==> src/forth_data_stack_top_assert.svh <==
// ---------------------------------------------------------------------------
// Assertion macros for the Forth data stack
// Clocked on clk, disabled while rst is high.
// ---------------------------------------------------------------------------
`ifndef FORTH_DATA_STACK_TOP_ASSERT_SVH
`define FORTH_DATA_STACK_TOP_ASSERT_SVH

// Same-cycle property.
`define FDS_ASSERT(label, prop, msg) \
  label: assert property (@(posedge clk) disable iff (rst) prop) else $error(msg);

// Antecedent in one cycle, consequent in the next.
`define FDS_ASSERT_NEXT(label, ante, cons, msg) \
  label: assert property (@(posedge clk) disable iff (rst) (ante) |=> (cons)) \
    else $error(msg);

`endif

==> src/fds_pkg.sv <==
// ---------------------------------------------------------------------------
// fds_pkg
// Shared types and constants for the Forth data stack controller and datapath.
// ---------------------------------------------------------------------------
package fds_pkg;

  // Cells in the store; depth and capacity fields are 9 bits wide.
  localparam int STORE_CELLS = 256;

  typedef enum logic [2:0] {
    OP_PUSH  = 3'd0,
    OP_POP   = 3'd1,
    OP_PEEK  = 3'd2,
    OP_DUP   = 3'd3,
    OP_SWAP  = 3'd4,
    OP_OVER  = 3'd5,
    OP_ROT   = 3'd6,
    OP_CLEAR = 3'd7
  } op_t;

  typedef enum logic [2:0] {
    S_IDLE,
    S_READ,
    S_CAPT,
    S_THIRD,
    S_WR_A,
    S_WR_B,
    S_WR_C,
    S_FIN
  } state_t;

  // Write address, relative to the current depth.
  typedef enum logic [1:0] {
    WA_DEPTH,
    WA_MINUS1,
    WA_MINUS2,
    WA_MINUS3
  } wr_addr_sel_t;

  typedef enum logic [1:0] {
    WD_PUSH,
    WD_T0,
    WD_T1,
    WD_T2
  } wr_data_sel_t;

  typedef enum logic [1:0] {
    DEPTH_HOLD,
    DEPTH_INC,
    DEPTH_DEC,
    DEPTH_ZERO
  } depth_op_t;

  typedef struct packed {
    logic         load;       // latch push value
    logic         rd_en;      // read top and second
    logic         rd_third;   // read third on port 1
    logic         cap_top;    // capture top and second
    logic         cap_third;  // capture third
    logic         wr_en;
    wr_addr_sel_t wr_addr;
    wr_data_sel_t wr_data;
    logic         fin;        // load result register, update depth
    logic         refused;
    logic         take_top;
    depth_op_t    depth_op;
  } cmd_t;

  typedef struct packed {
    logic refuse;    // current input operation would be refused
    logic out_free;  // result register can take a new transaction
  } stat_t;

endpackage

==> src/fds_ctrl.sv <==
// ---------------------------------------------------------------------------
// fds_ctrl
// Sequencer: steps each operation through reads, writes and result load.
// ---------------------------------------------------------------------------
module fds_ctrl
  import fds_pkg::*;
(
  input  logic       clk,
  input  logic       rst,
  input  logic       op_valid,
  input  logic [2:0] operation,
  input  stat_t      stat,
  output logic       op_stall,
  output cmd_t       cmd
);

  state_t state, state_next;
  op_t    op_q;
  logic   refused_q;
  logic   accept;

  assign op_stall = (state != S_IDLE);
  assign accept   = op_valid && (state == S_IDLE);

  always_ff @(posedge clk) begin
    if (rst) begin
      state     <= S_IDLE;
      op_q      <= OP_CLEAR;
      refused_q <= 1'b0;
    end else begin
      state <= state_next;
      if (accept) begin
        op_q      <= op_t'(operation);
        refused_q <= stat.refuse;
      end
    end
  end

  always_comb begin
    state_next = state;
    case (state)
      S_IDLE: begin
        if (accept) begin
          if (stat.refuse || op_t'(operation) == OP_CLEAR) state_next = S_FIN;
          else if (op_t'(operation) == OP_PUSH)            state_next = S_WR_A;
          else                                             state_next = S_READ;
        end
      end
      S_READ:  state_next = S_CAPT;
      S_CAPT: begin
        if (op_q == OP_ROT)                          state_next = S_THIRD;
        else if (op_q == OP_POP || op_q == OP_PEEK)  state_next = S_FIN;
        else                                         state_next = S_WR_A;
      end
      S_THIRD: state_next = S_WR_A;
      S_WR_A: begin
        if (op_q == OP_SWAP || op_q == OP_ROT) state_next = S_WR_B;
        else                                   state_next = S_FIN;
      end
      S_WR_B: begin
        if (op_q == OP_ROT) state_next = S_WR_C;
        else                state_next = S_FIN;
      end
      S_WR_C:  state_next = S_FIN;
      S_FIN: begin
        if (stat.out_free) state_next = S_IDLE;
      end
      default: state_next = S_IDLE;
    endcase
  end

  always_comb begin
    cmd          = '0;
    cmd.wr_addr  = WA_DEPTH;
    cmd.wr_data  = WD_PUSH;
    cmd.depth_op = DEPTH_HOLD;
    cmd.load     = accept;
    case (state)
      S_READ:  cmd.rd_en = 1'b1;
      S_CAPT: begin
        cmd.cap_top  = 1'b1;
        cmd.rd_third = (op_q == OP_ROT);
      end
      S_THIRD: cmd.cap_third = 1'b1;
      S_WR_A: begin
        cmd.wr_en = 1'b1;
        case (op_q)
          OP_DUP:  cmd.wr_data = WD_T0;
          OP_OVER: cmd.wr_data = WD_T1;
          OP_SWAP: begin
            cmd.wr_addr = WA_MINUS1;
            cmd.wr_data = WD_T1;
          end
          OP_ROT: begin
            cmd.wr_addr = WA_MINUS1;
            cmd.wr_data = WD_T2;
          end
          default: cmd.wr_data = WD_PUSH;
        endcase
      end
      S_WR_B: begin
        cmd.wr_en   = 1'b1;
        cmd.wr_addr = WA_MINUS2;
        cmd.wr_data = WD_T0;
      end
      S_WR_C: begin
        cmd.wr_en   = 1'b1;
        cmd.wr_addr = WA_MINUS3;
        cmd.wr_data = WD_T1;
      end
      S_FIN: begin
        cmd.fin      = stat.out_free;
        cmd.refused  = refused_q;
        cmd.take_top = !refused_q && (op_q == OP_POP || op_q == OP_PEEK);
        if (!refused_q) begin
          case (op_q)
            OP_PUSH, OP_DUP, OP_OVER: cmd.depth_op = DEPTH_INC;
            OP_POP:                   cmd.depth_op = DEPTH_DEC;
            OP_CLEAR:                 cmd.depth_op = DEPTH_ZERO;
            default:                  cmd.depth_op = DEPTH_HOLD;
          endcase
        end
      end
      default: ;
    endcase
  end

endmodule

==> config.mk <==
export PLATFORM = sky130hd
export DESIGN_NAME = fds_ctrl
export DESIGN_NICKNAME = d
export VERILOG_FILES = /design/src/forth_data_stack_top_assert.svh /design/src/fds_pkg.sv /design/src/fds_ctrl.sv
export SDC_FILE = /design/constraint.sdc
export NUM_CORES = 1
export LEC_CHECK = 0
export CELL_PAD_IN_SITES_DETAIL_PLACEMENT = 0
export CELL_PAD_IN_SITES_GLOBAL_PLACEMENT = 1
export CORE_MARGIN = 5
export CORE_UTILIZATION = 35
export CTS_BUF_LIST = sky130_fd_sc_hd__clkbuf_16
export CTS_CLUSTER_DIAMETER = 80
export DETAILED_ROUTE_END_ITERATION = 16
export DONT_BUFFER_PORTS = 1
export MAX_ROUTING_LAYER = met4
export PLACE_DENSITY_LB_ADDON = 0.1
export SETUP_SLACK_MARGIN = 0.2
export SYNTH_ARGS = -nofsm -noshare
export SYNTH_HDL_FRONTEND = slang
export SYNTH_SLANG_ARGS = --single-unit
==> constraint.sdc <==
create_clock -name clk -period 1.9 [get_ports clk]
set_input_delay 0.19 -clock clk [delete_from_list [all_inputs] [get_ports clk]]
set_output_delay 0.19 -clock clk [all_outputs]
set_load 0.01 [all_outputs]
==> out/results.md, run 1 <==
| Quantity | Value | Unit |
| --- | --- | --- |
| Run status | finished clean | - |
| Vias | 584 | - |
| CTS sink cnt | 7 | - |
| Post-synth EDFFs | 0 | - |
| Post-Synthesis Net Count | 93 | - |
| Startpoint Class | flip-flop | - |
| Top-level I/O count | 24 | - |
| Number of cells on the worst reg-to-reg path | 4 | - |
| Clock latency of the later-clocked register in the worst-skew pair | 0.23 | ns |
| Post-route cell area | 698 | sq um |
| Number of buffers added for setup after CTS | 0 | - |
| Tot GR Track Use | 12.6 | % |
| Post-synth ARST share | 0 | % |
| Number of hold violations in the final report | 0 | - |
| Worst clock skew | 0.00248 | ns |
| Clock tree from TritonCTS | built | - |
| Number of remaining DRC errors | 0 | - |
| Post-detailed-placement half-perimeter wirelength | 1130 | microns |
| Shortest period the worst path allows | 1.56 | ns |
| NumNets Final | 95 | - |
| Cell leakage power | 0.284 | nW |
| Number of buffers inserted during clock tree synthesis | 3 | - |
| Number of antenna violations at the first check in global routing | 0 | - |
| RSZ-0062 raised after global routing | yes | - |
| Share of the yosys chip area belonging to registers | 24.2 | % |
| Area enclosed by the die boundary | 0.00256 | sq mm |
| Core area | 0.00154 | sq mm |
| Critical path type | flip-flop to output pin | - |
| Wirelength, routed | 1510 | microns |
| Per-cell routed wire length | 14.8 | microns |
| Post-detailed-route via-to-cell ratio | 5.73 | - |
| Final-layout fill cell count | 187 | - |
| Synth Flop Type | dfxtp_1 | - |
| Cells on Worst Hold Path | 1 | - |
| Maximum number of pins on one net before global-route repair | 14 | - |
| Port bufs | 0 | - |
| Most frequent cells after synthesis | nor2_1 (12), a21oi_1 (7), dfxtp_1 (7), inv_1 (6), nand2_1 (5) | - |
| Class of the worst hold path | input port to flip-flop | - |
| Normalized max-slew margin | 66.0 | % |
| Critical path data arrival time | 1.37 | ns |
| Power per Cell Area | 1820 | mW/mm^2 |
| Number of warnings reported in the yosys synthesis log | 0 | - |
| Register clock-pin slew on the reported worst setup and hold paths | 0.04 | ns |
| Worst path required time | 1.71 | ns |
| Total negative setup slack | 0 | ns |
| Global route overflow | 0 | - |
| Cell taking the most area after synthesis | dfxtp_1 | - |
| Std cell rows | 14 | - |
| Area growth from synthesis to layout | 20.8 | % |
| Count of state elements after synthesis | 7 | - |
| Post-synth design cell area | 578 | sq um |
| Post-route ant nets | 0 | - |
| Number of global-route vias before repair | 568 | - |
| First DRT Iteration DRCs | 6 | - |
| Transition time of the tightest slew-check pin | 0.504 | ns |
| Starting Density | 37.5 | % |
| X dimension of the die | 50.6 | microns |
| Crit path capture type | output pin | - |
| Max Clk Rate | 641 | MHz |
| Most used standard cell by instance count after synthesis | nor2_1 | - |
| Final count of pins violating max slew | 0 | - |
| Final worst path period share | 82.2 | % |
| Post-cts hold buffer count | 0 | - |
| Die height | 50.6 | microns |
| GPL Wtd Cong | 0.707 | - |
| Avg Inst Size Synth | 6.80 | sq um |
| Fraction of layout instances using a drive strength above 1 | 19.8 | % |
| Post-Syn Instances | 85 | - |
| Highest fanout seen on the critical path | 13 | - |
| Area taken by flip-flops and latches | 144 | sq um |
| Total inserted antenna cells | 0 | - |
| H-tree Lvls | 1 | - |
| Max cap viols | 0 | - |
| Placed cell areas | 594 | sq um |
| Count of unique library cells instantiated by Yosys | 31 | - |
| Post-synth top area share | 24.2 | % |
| Peak supply drop | 1.00 | mV |
| Global-route wire length before repair | 2480 | microns |
| Total power consumption of the routed design | 1.27 | mW |
| Cell types with the largest area share after synthesis | dfxtp_1 (24%), nor2_1 (7.8%), a21oi_1 (6.1%) | - |
| Final setup viols | 0 | - |
| Total area of multi-input combinational cells | 399 | sq um |
| Master cell of the clock root buffer | clkbuf_16 | - |
| Largest buffer count on any clock path | 2 | - |
| Number of iterations in the first detailed-routing pass | 4 | - |
repair_timing:
action	in CTS	in global routing
pin swaps	0	0
endpoints found under the hold margin	0	0
gates resized for setup	3	4
setup endpoints to repair	3	4
sequential cells by signal, indices dropped and copies added, names as in the netlist:
name,flops
state,3
refused_q,1
op_q,3
layout by cell type, fill, tap and decap left out, types with 2 or more instances in the layout:
cell type,netlist,routed
a211o_1,3,3
inv_1,6,7
clkbuf_16,0,3
dfxtp_2,0,3
dfxtp_1,7,4
xor2_1,2,2
nand2_1,5,5
nor3b_2,0,2
nor2b_1,2,2
o21ai_0,3,3
or3_1,2,2
nand3_1,4,3
nand2b_1,3,3
nor3_1,2,2
buf_4,1,4
a31oi_1,3,3
a21oi_1,7,7
nor2_1,12,12
critical path: stages, from the launching register on:
cell and delay [ns]:
dfxtp_2 0.46, nand3_2 0.22, nor4_1 0.29, buf_4 0.17
final timing paths:
kind,startpoint,endpoint,slack (ns)
max,state[2],cmd[1],0.34
min,rst,refused_q,0.03
min reg2reg,refused_q,refused_q,0.53
max reg2reg,op_q[1],state[0],0.42
where the power goes:
| group | internal, mW | leakage [nW] | switching (mW) |
|---|---|---|---|
| combinational | 0.242 | 0.184 | 0.313 |
| sequential | 0.211 | 0.0581 | 0.160 |
| clock | 0.273 | 0.0423 | 0.0749 |
| total | 0.726 | 0.284 | 0.548 |
layer usage:
| layer | part of all wire [%] | global-route usage [%] | routed length [microns] | up-vias |
|---|---|---|---|---|
| met3 | 9.8 | 4.73 | 149 | 4 |
| met5 | 0 | - | 0 | - |
| met2 | 44 | 18.0 | 661 | 21 |
| li1 | - | - | - | 297 |
| met1 | 45 | 15.2 | 680 | 262 |
| met4 | 1.5 | 6.38 | 22 | 0 |
through the flow:
step | utilization [%] | std cells | hold slack [ns] | setup slack (ns)
floorplan | - | 85 | 0.259 | 0.528
global placement | 38.6 | 98 | 0.264 | 0.285
detailed placement | 38.6 | 98 | 0.266 | 0.297
CTS | 44.2 | 102 | 0.0261 | 0.293
global route | 45.3 | 102 | 0.0352 | 0.195
finish | 45.3 | 102 | 0.0296 | 0.339
cell families (layout without fill, tap and decap cells):
family / after synthesis / after routing / synth area share [%]
AND/OR/NAND/NOR: 38 / 38 / 34.8
XOR/XNOR: 3 / 3 / 4.55
flip-flops: 7 / 7 / 24.2
buffers and inverters: 14 / 15 / 10.4
AO/OA/AOI/OAI: 23 / 23 / 26.0
final cells by class:
class	count	area share (%)
multi-input cells	64	57.2
flip-flops and latches	7	20.6
clock buffers	3	10.8
repair buffers	4	4.30
inverters	7	3.76
well taps	16	2.87
clock inverters	1	0.538
No activity file was read; power rests on OpenSTA's default activity.
==> inputs of run 2 (changes only) <==
==> constraint.sdc (replaced) <==
create_clock -name clk -period 1.4 [get_ports clk]
set_input_delay 0.14 -clock clk [delete_from_list [all_inputs] [get_ports clk]]
set_output_delay 0.14 -clock clk [all_outputs]
set_load 0.01 [all_outputs]
==> out/results.md, run 2 (same netlist as run 1, synthesis figures left out) <==
| Quantity | Value | Unit |
| --- | --- | --- |
| Run status | finished, violations left | - |
| Failing checks | negative setup slack | - |
| Commonest non-fill, non-tap cell in the layout | buf_4 | - |
| Area enclosed by the die boundary | 0.00256 | sq mm |
| Most frequent cells in the layout | buf_4 (22), buf_6 (12), nor2_2 (5), nor2_1 (5), dfxtp_4 (5) | - |
| Post-route ant nets | 0 | - |
| Final setup viols | 1 | - |
| Core area | 0.00154 | sq mm |
| Starting Density | 37.5 | % |
| Number of antenna violations at the first check in global routing | 0 | - |
| Std cell rows | 14 | - |
| Peak supply drop | 1.62 | mV |
| Master cell of the clock root buffer | clkbuf_16 | - |
| H-tree Lvls | 1 | - |
| Number of iterations in the first detailed-routing pass | 4 | - |
| Largest buffer count on any clock path | 2 | - |
| Highest fanout seen on the critical path | 6 | - |
| Per-cell routed wire length | 17.6 | microns |
| Fraction of layout instances using a drive strength above 1 | 72.9 | % |
| Top-level I/O count | 24 | - |
| Vias | 767 | - |
| CTS sink cnt | 7 | - |
| Final-layout worst hold slack | 0.0134 | ns |
| Crit path capture type | output pin | - |
| Clock latency of the later-clocked register in the worst-skew pair | 0.23 | ns |
| Net switching share of the total power | 41.0 | % |
| Transition time of the tightest slew-check pin | 0.329 | ns |
| Global route overflow | 0 | - |
| Max Clk Rate | 695 | MHz |
| First DRT Iteration DRCs | 12 | - |
| Area growth from synthesis to layout | 111 | % |
| Power per Cell Area | 2490 | mW/mm^2 |
| Switching power of the nets | 1.25 | mW |
| Core Util, Final | 79.0 | % |
| Global-route wire length before repair | 3430 | microns |
| Wirelength, routed | 2370 | microns |
| Max cap viols | 0 | - |
| Die height | 50.6 | microns |
| Relative contribution of combinational cells to total power | 69.0 | % |
| Worst setup slack after layout | -0.0384 | ns |
| Total inserted antenna cells | 0 | - |
| Critical path data arrival time | 1.30 | ns |
| Internal Dissipation | 1.79 | mW |
| Port bufs | 0 | - |
| Critical path type | flip-flop to output pin | - |
| Worst path required time | 1.26 | ns |
| Final worst path period share | 103 | % |
| Cell leakage power | 0.498 | nW |
| Total negative setup slack | -0.0384 | ns |
| Number of buffers inserted during clock tree synthesis | 3 | - |
| Register clock-pin slew on the reported worst setup and hold paths | 0.04 | ns |
| Clock tree from TritonCTS | built | - |
| Final count of pins violating max slew | 0 | - |
| Worst clock skew | 0.000282 | ns |
| Number of hold violations in the final report | 0 | - |
| Maximum number of pins on one net before global-route repair | 10 | - |
| Number of remaining DRC errors | 0 | - |
| Power share of the sequential group | 15.3 | % |
| Normalized max-slew margin | 78.0 | % |
| NumNets Final | 127 | - |
| GPL Wtd Cong | 0.769 | - |
| Class of the worst hold path | input port to flip-flop | - |
| Tot GR Track Use | 17.4 | % |
| Shortest period the worst path allows | 1.44 | ns |
| Final-layout fill cell count | 106 | - |
| Registers with the highest flip-flop counts | op_q x3, state x3, refused_q x1 | - |
| Number of global-route vias before repair | 784 | - |
| Clock share of power | 15.7 | % |
| X dimension of the die | 50.6 | microns |
| Startpoint Class | flip-flop | - |
| Post-detailed-placement half-perimeter wirelength | 1260 | microns |
| RSZ-0062 raised after global routing | yes | - |
| Post-detailed-route via-to-cell ratio | 5.72 | - |
-- run 2: changes by cell type in the layout (fill, tap and decap cells not counted), sizes merged --
cell	change
dlygate4sd3	+1
buf	+31
-- run 2: power groups by stage --
stage / Combinational (mW) / Sequential (mW) / Clock, mW
2_1_floorplan: 0.782 / 0.345 / 0
3_5_place_dp: 1.05 / 0.405 / 0
5_1_grt: 2.25 / 0.478 / 0.498
3_3_place_gp: 1.05 / 0.405 / 0
6_report: 2.09 / 0.465 / 0.477
4_1_cts: 1.65 / 0.440 / 0.479
-- run 2: critical path, cell delays in order (launching register included) --
cell,delay [ns]
dfxtp_4,0.38
nand3_2,0.20
nor4_2,0.32
buf_4,0.18
-- run 2: worst paths after layout --
check / startpoint / to / slack (ns) / depth (start not counted)
setup / recovery: state[2] / cmd[1] / -0.04 / 3
hold / removal: rst / op_q[1] / 0.01 / 1
setup reg to reg: state[2] / state[0] / 0.02 / 5
hold reg to reg: refused_q / refused_q / 0.60 / 2
-- run 2: layer usage --
metal | wire (microns) | share of wire [%] | GRT usage (%) | vias up
met1 | 955 | 40 | 20.2 | 363
li1 | - | - | - | 363
met2 | 1210 | 51 | 29.3 | 33
met4 | 59 | 2.5 | 6.38 | 0
met3 | 136 | 5.8 | 3.25 | 8
met5 | 0 | 0 | - | -
-- run 2: what timing repair did --
item,CTS,global route
setup buffers,16,2
endpoints found under the setup margin,21,22
cloned,1,0
pin swaps,16,14
hold endpoints to repair,1,0
hold buffers,1,0
gates resized for setup,43,31
-- run 2: metrics by stage --
stage               std cells  total power, mW  area, sq um  setup WS (ns)
global route              134             3.22         1220        -0.0884
floorplan                  85             1.13          597         0.0675
detailed placement        110             1.45          702         0.0772
global placement          110             1.46          702         0.0530
finish                    134             3.04         1220        -0.0384
CTS                       132             2.57         1060         0.0384
-- run 2: final cells by class --
type,count,area [sq um],share of cell area (%)
clock buffer,3,75.1,6.17
clock inverter,1,3.75,0.308
inverter,7,26.3,2.16
multi-input combinational,64,607,49.8
sequential,7,160,13.2
tap,16,20.0,1.64
timing repair buffer,36,325,26.7
==> inputs of run 3 (changes only) <==
--- a/config.mk
+++ b/config.mk
@@ -15,7 +15,6 @@
 export DONT_BUFFER_PORTS = 1
 export MAX_ROUTING_LAYER = met4
 export PLACE_DENSITY_LB_ADDON = 0.1
-export SETUP_SLACK_MARGIN = 0.2
 export SYNTH_ARGS = -nofsm -noshare
 export SYNTH_HDL_FRONTEND = slang
 export SYNTH_SLANG_ARGS = --single-unit
==> out/results.md, run 3 (same netlist as run 1, synthesis figures left out) <==
| Quantity | Value | Unit |
| --- | --- | --- |
| CP Launch Point | state[2] | - |
| Clock tree from TritonCTS | built | - |
| Power per Cell Area | 2410 | mW/mm^2 |
| Final setup viols | 0 | - |
| Number of remaining DRC errors | 0 | - |
| Normalized max-slew margin | 79.2 | % |
| Global-route wire length before repair | 2590 | microns |
| Shortest period the worst path allows | 1.34 | ns |
| Std cell rows | 14 | - |
| Final-layout worst hold slack | 0.00499 | ns |
| Worst path required time | 1.26 | ns |
| Total inserted antenna cells | 0 | - |
| Relative contribution of combinational cells to total power | 56.1 | % |
| CTS sink cnt | 7 | - |
| Global route overflow | 0 | - |
| Top-level I/O count | 24 | - |
| Area enclosed by the die boundary | 0.00256 | sq mm |
| Final-layout fill cell count | 158 | - |
| Critical path data arrival time | 1.20 | ns |
| Cells on Worst Hold Path | 1 | - |
| Number of hold violations in the final report | 0 | - |
| Total area of multi-input combinational cells | 419 | sq um |
| Final count of pins violating max slew | 0 | - |
| Critical path type | flip-flop to output pin | - |
| Clock latency of the later-clocked register in the worst-skew pair | 0.23 | ns |
| Core area | 0.00154 | sq mm |
| Commonest non-fill, non-tap cell in the layout | buf_4 | - |
| R2R Setup Slk | 0.10 | ns |
| Post-detailed-placement half-perimeter wirelength | 1230 | microns |
| Wirelength, routed | 1690 | microns |
| Cell leakage power | 0.376 | nW |
| Internal Dissipation | 1.28 | mW |
| Port bufs | 0 | - |
| Max Clk Rate | 745 | MHz |
| RR Startpoint | state[0] | - |
| Area growth from synthesis to layout | 51.1 | % |
| Max cap viols | 0 | - |
| Run status | finished clean | - |
| Fraction of layout instances using a drive strength above 1 | 40.4 | % |
| Startpoint Class | flip-flop | - |
| RSZ-0062 raised after global routing | yes | - |
| Vias | 651 | - |
| Final worst path period share | 95.9 | % |
| Number of iterations in the first detailed-routing pass | 4 | - |
| Master cell of the clock root buffer | clkbuf_16 | - |
| Endpoint of the worst-slack reg-to-reg timing path | state[0] | - |
| Clock share of power | 22.5 | % |
| Worst clock skew | 0.000536 | ns |
| Peak supply drop | 1.37 | mV |
| Number of cells on the worst reg-to-reg path | 5 | - |
| Class of the worst hold path | input port to flip-flop | - |
| First DRT Iteration DRCs | 9 | - |
| Transition time of the tightest slew-check pin | 0.307 | ns |
| NumNets Final | 113 | - |
| H-tree Lvls | 1 | - |
| Register clock-pin slew on the reported worst setup and hold paths | 0.03 | ns |
| Core Util, Final | 56.7 | % |
| Net switching share of the total power | 39.5 | % |
| Post-route ant nets | 0 | - |
| Switching power of the nets | 833 | uW |
| Die height | 50.6 | microns |
| Highest fanout seen on the critical path | 5 | - |
| Registers with the highest flip-flop counts | op_q x3, state x3, refused_q x1 | - |
| Number of buffers inserted during clock tree synthesis | 3 | - |
| Area taken by flip-flops and latches | 158 | sq um |
| Startpoint of the most critical hold path | rst | - |
| Post-detailed-route via-to-cell ratio | 5.43 | - |
| Post-route cell area | 873 | sq um |
| Crit path capture type | output pin | - |
| Per-cell routed wire length | 14.1 | microns |
| X dimension of the die | 50.6 | microns |
| Power share of the sequential group | 21.4 | % |
| Starting Density | 37.5 | % |
| Largest buffer count on any clock path | 2 | - |
| Maximum number of pins on one net before global-route repair | 11 | - |
| Number of global-route vias before repair | 593 | - |
| Number of antenna violations at the first check in global routing | 0 | - |
| GPL Wtd Cong | 0.769 | - |
| Most frequent cells in the layout | buf_4 (20), nor2_1 (12), a21oi_1 (7) | - |
| Placed cell areas | 714 | sq um |
| Sink of the worst hold path | op_q[1] | - |
| Tot GR Track Use | 13.7 | % |
run 3: cell count changes in the layout (fill, tap and decap cells not counted), moves of 3 or more:
cell,previous run,this run
nor2_2,5,0
a21oi_4,3,0
nor2_1,5,12
buf_6,12,1
a21oi_2,3,0
a21oi_1,1,7
nand2b_4,3,0
nand2b_1,0,3
run 3: worst max-delay path: stages, from the launching register on:
cell and delay (ns):
dfxtp_2 0.37, nand3_2 0.17, nor4_2 0.26, buf_4 0.17
run 3: layer usage:
layer | global-route usage, % | vias to the layer above | part of all wire, %
met2 | 18.4 | 26 | 46
met1 | 17.4 | 287 | 43
met4 | 7.66 | 0 | 2.1
li1 | - | 333 | -
met5 | - | - | 0
met3 | 4.73 | 5 | 8.0
run 3: power groups by stage:
stage	combinational (mW)	sequential, mW	clock, mW
2_1_floorplan	0.755	0.341	0
3_3_place_gp	1.08	0.420	0
3_5_place_dp	1.08	0.414	0
4_1_cts	1.10	0.428	0.478
5_1_grt	1.33	0.472	0.489
6_report	1.18	0.452	0.474
run 3: through the flow:
stage          setup TNS [ns]  cells  worst slack (ns)  power, mW
2_1_floorplan               0     85            0.0517       1.10
3_5_place_dp                0    114            0.0745       1.49
3_3_place_gp                0    114           0.00385       1.50
5_1_grt               -0.0448    120           -0.0367       2.29
4_1_cts                     0    119           0.00446       2.01
6_report                    0    120            0.0575       2.11
run 3: final cells by class:
type	instances	share of cell area, %
clock inverters	1	0.430
well taps	16	2.29
clock buffers	3	8.60
multi-input cells	64	48.0
repair buffers	22	19.6
inverters	7	3.01
flip-flops and latches	7	18.1
run 3: worst max path at each step:
| stage | endpoint | cells past startpoint | slack [ns] |
|---|---|---|---|
| floorplan | state[2] | 5 | 0.05 |
| global placement | state[0] | 4 | 0.004 |
| detailed placement | state[0] | 4 | 0.07 |
| CTS | cmd[5] | 4 | 0.004 |
| global route | cmd[0] | 5 | -0.04 |
| finish | cmd[2] | 3 | 0.06 |
run 3: repair_timing:
item,CTS,global route
pin swaps,0,1
endpoints found under the hold margin,1,0
hold buffers,1,0
buffers inserted,0,2
endpoints found under the setup margin,8,8
resized for setup,6,16
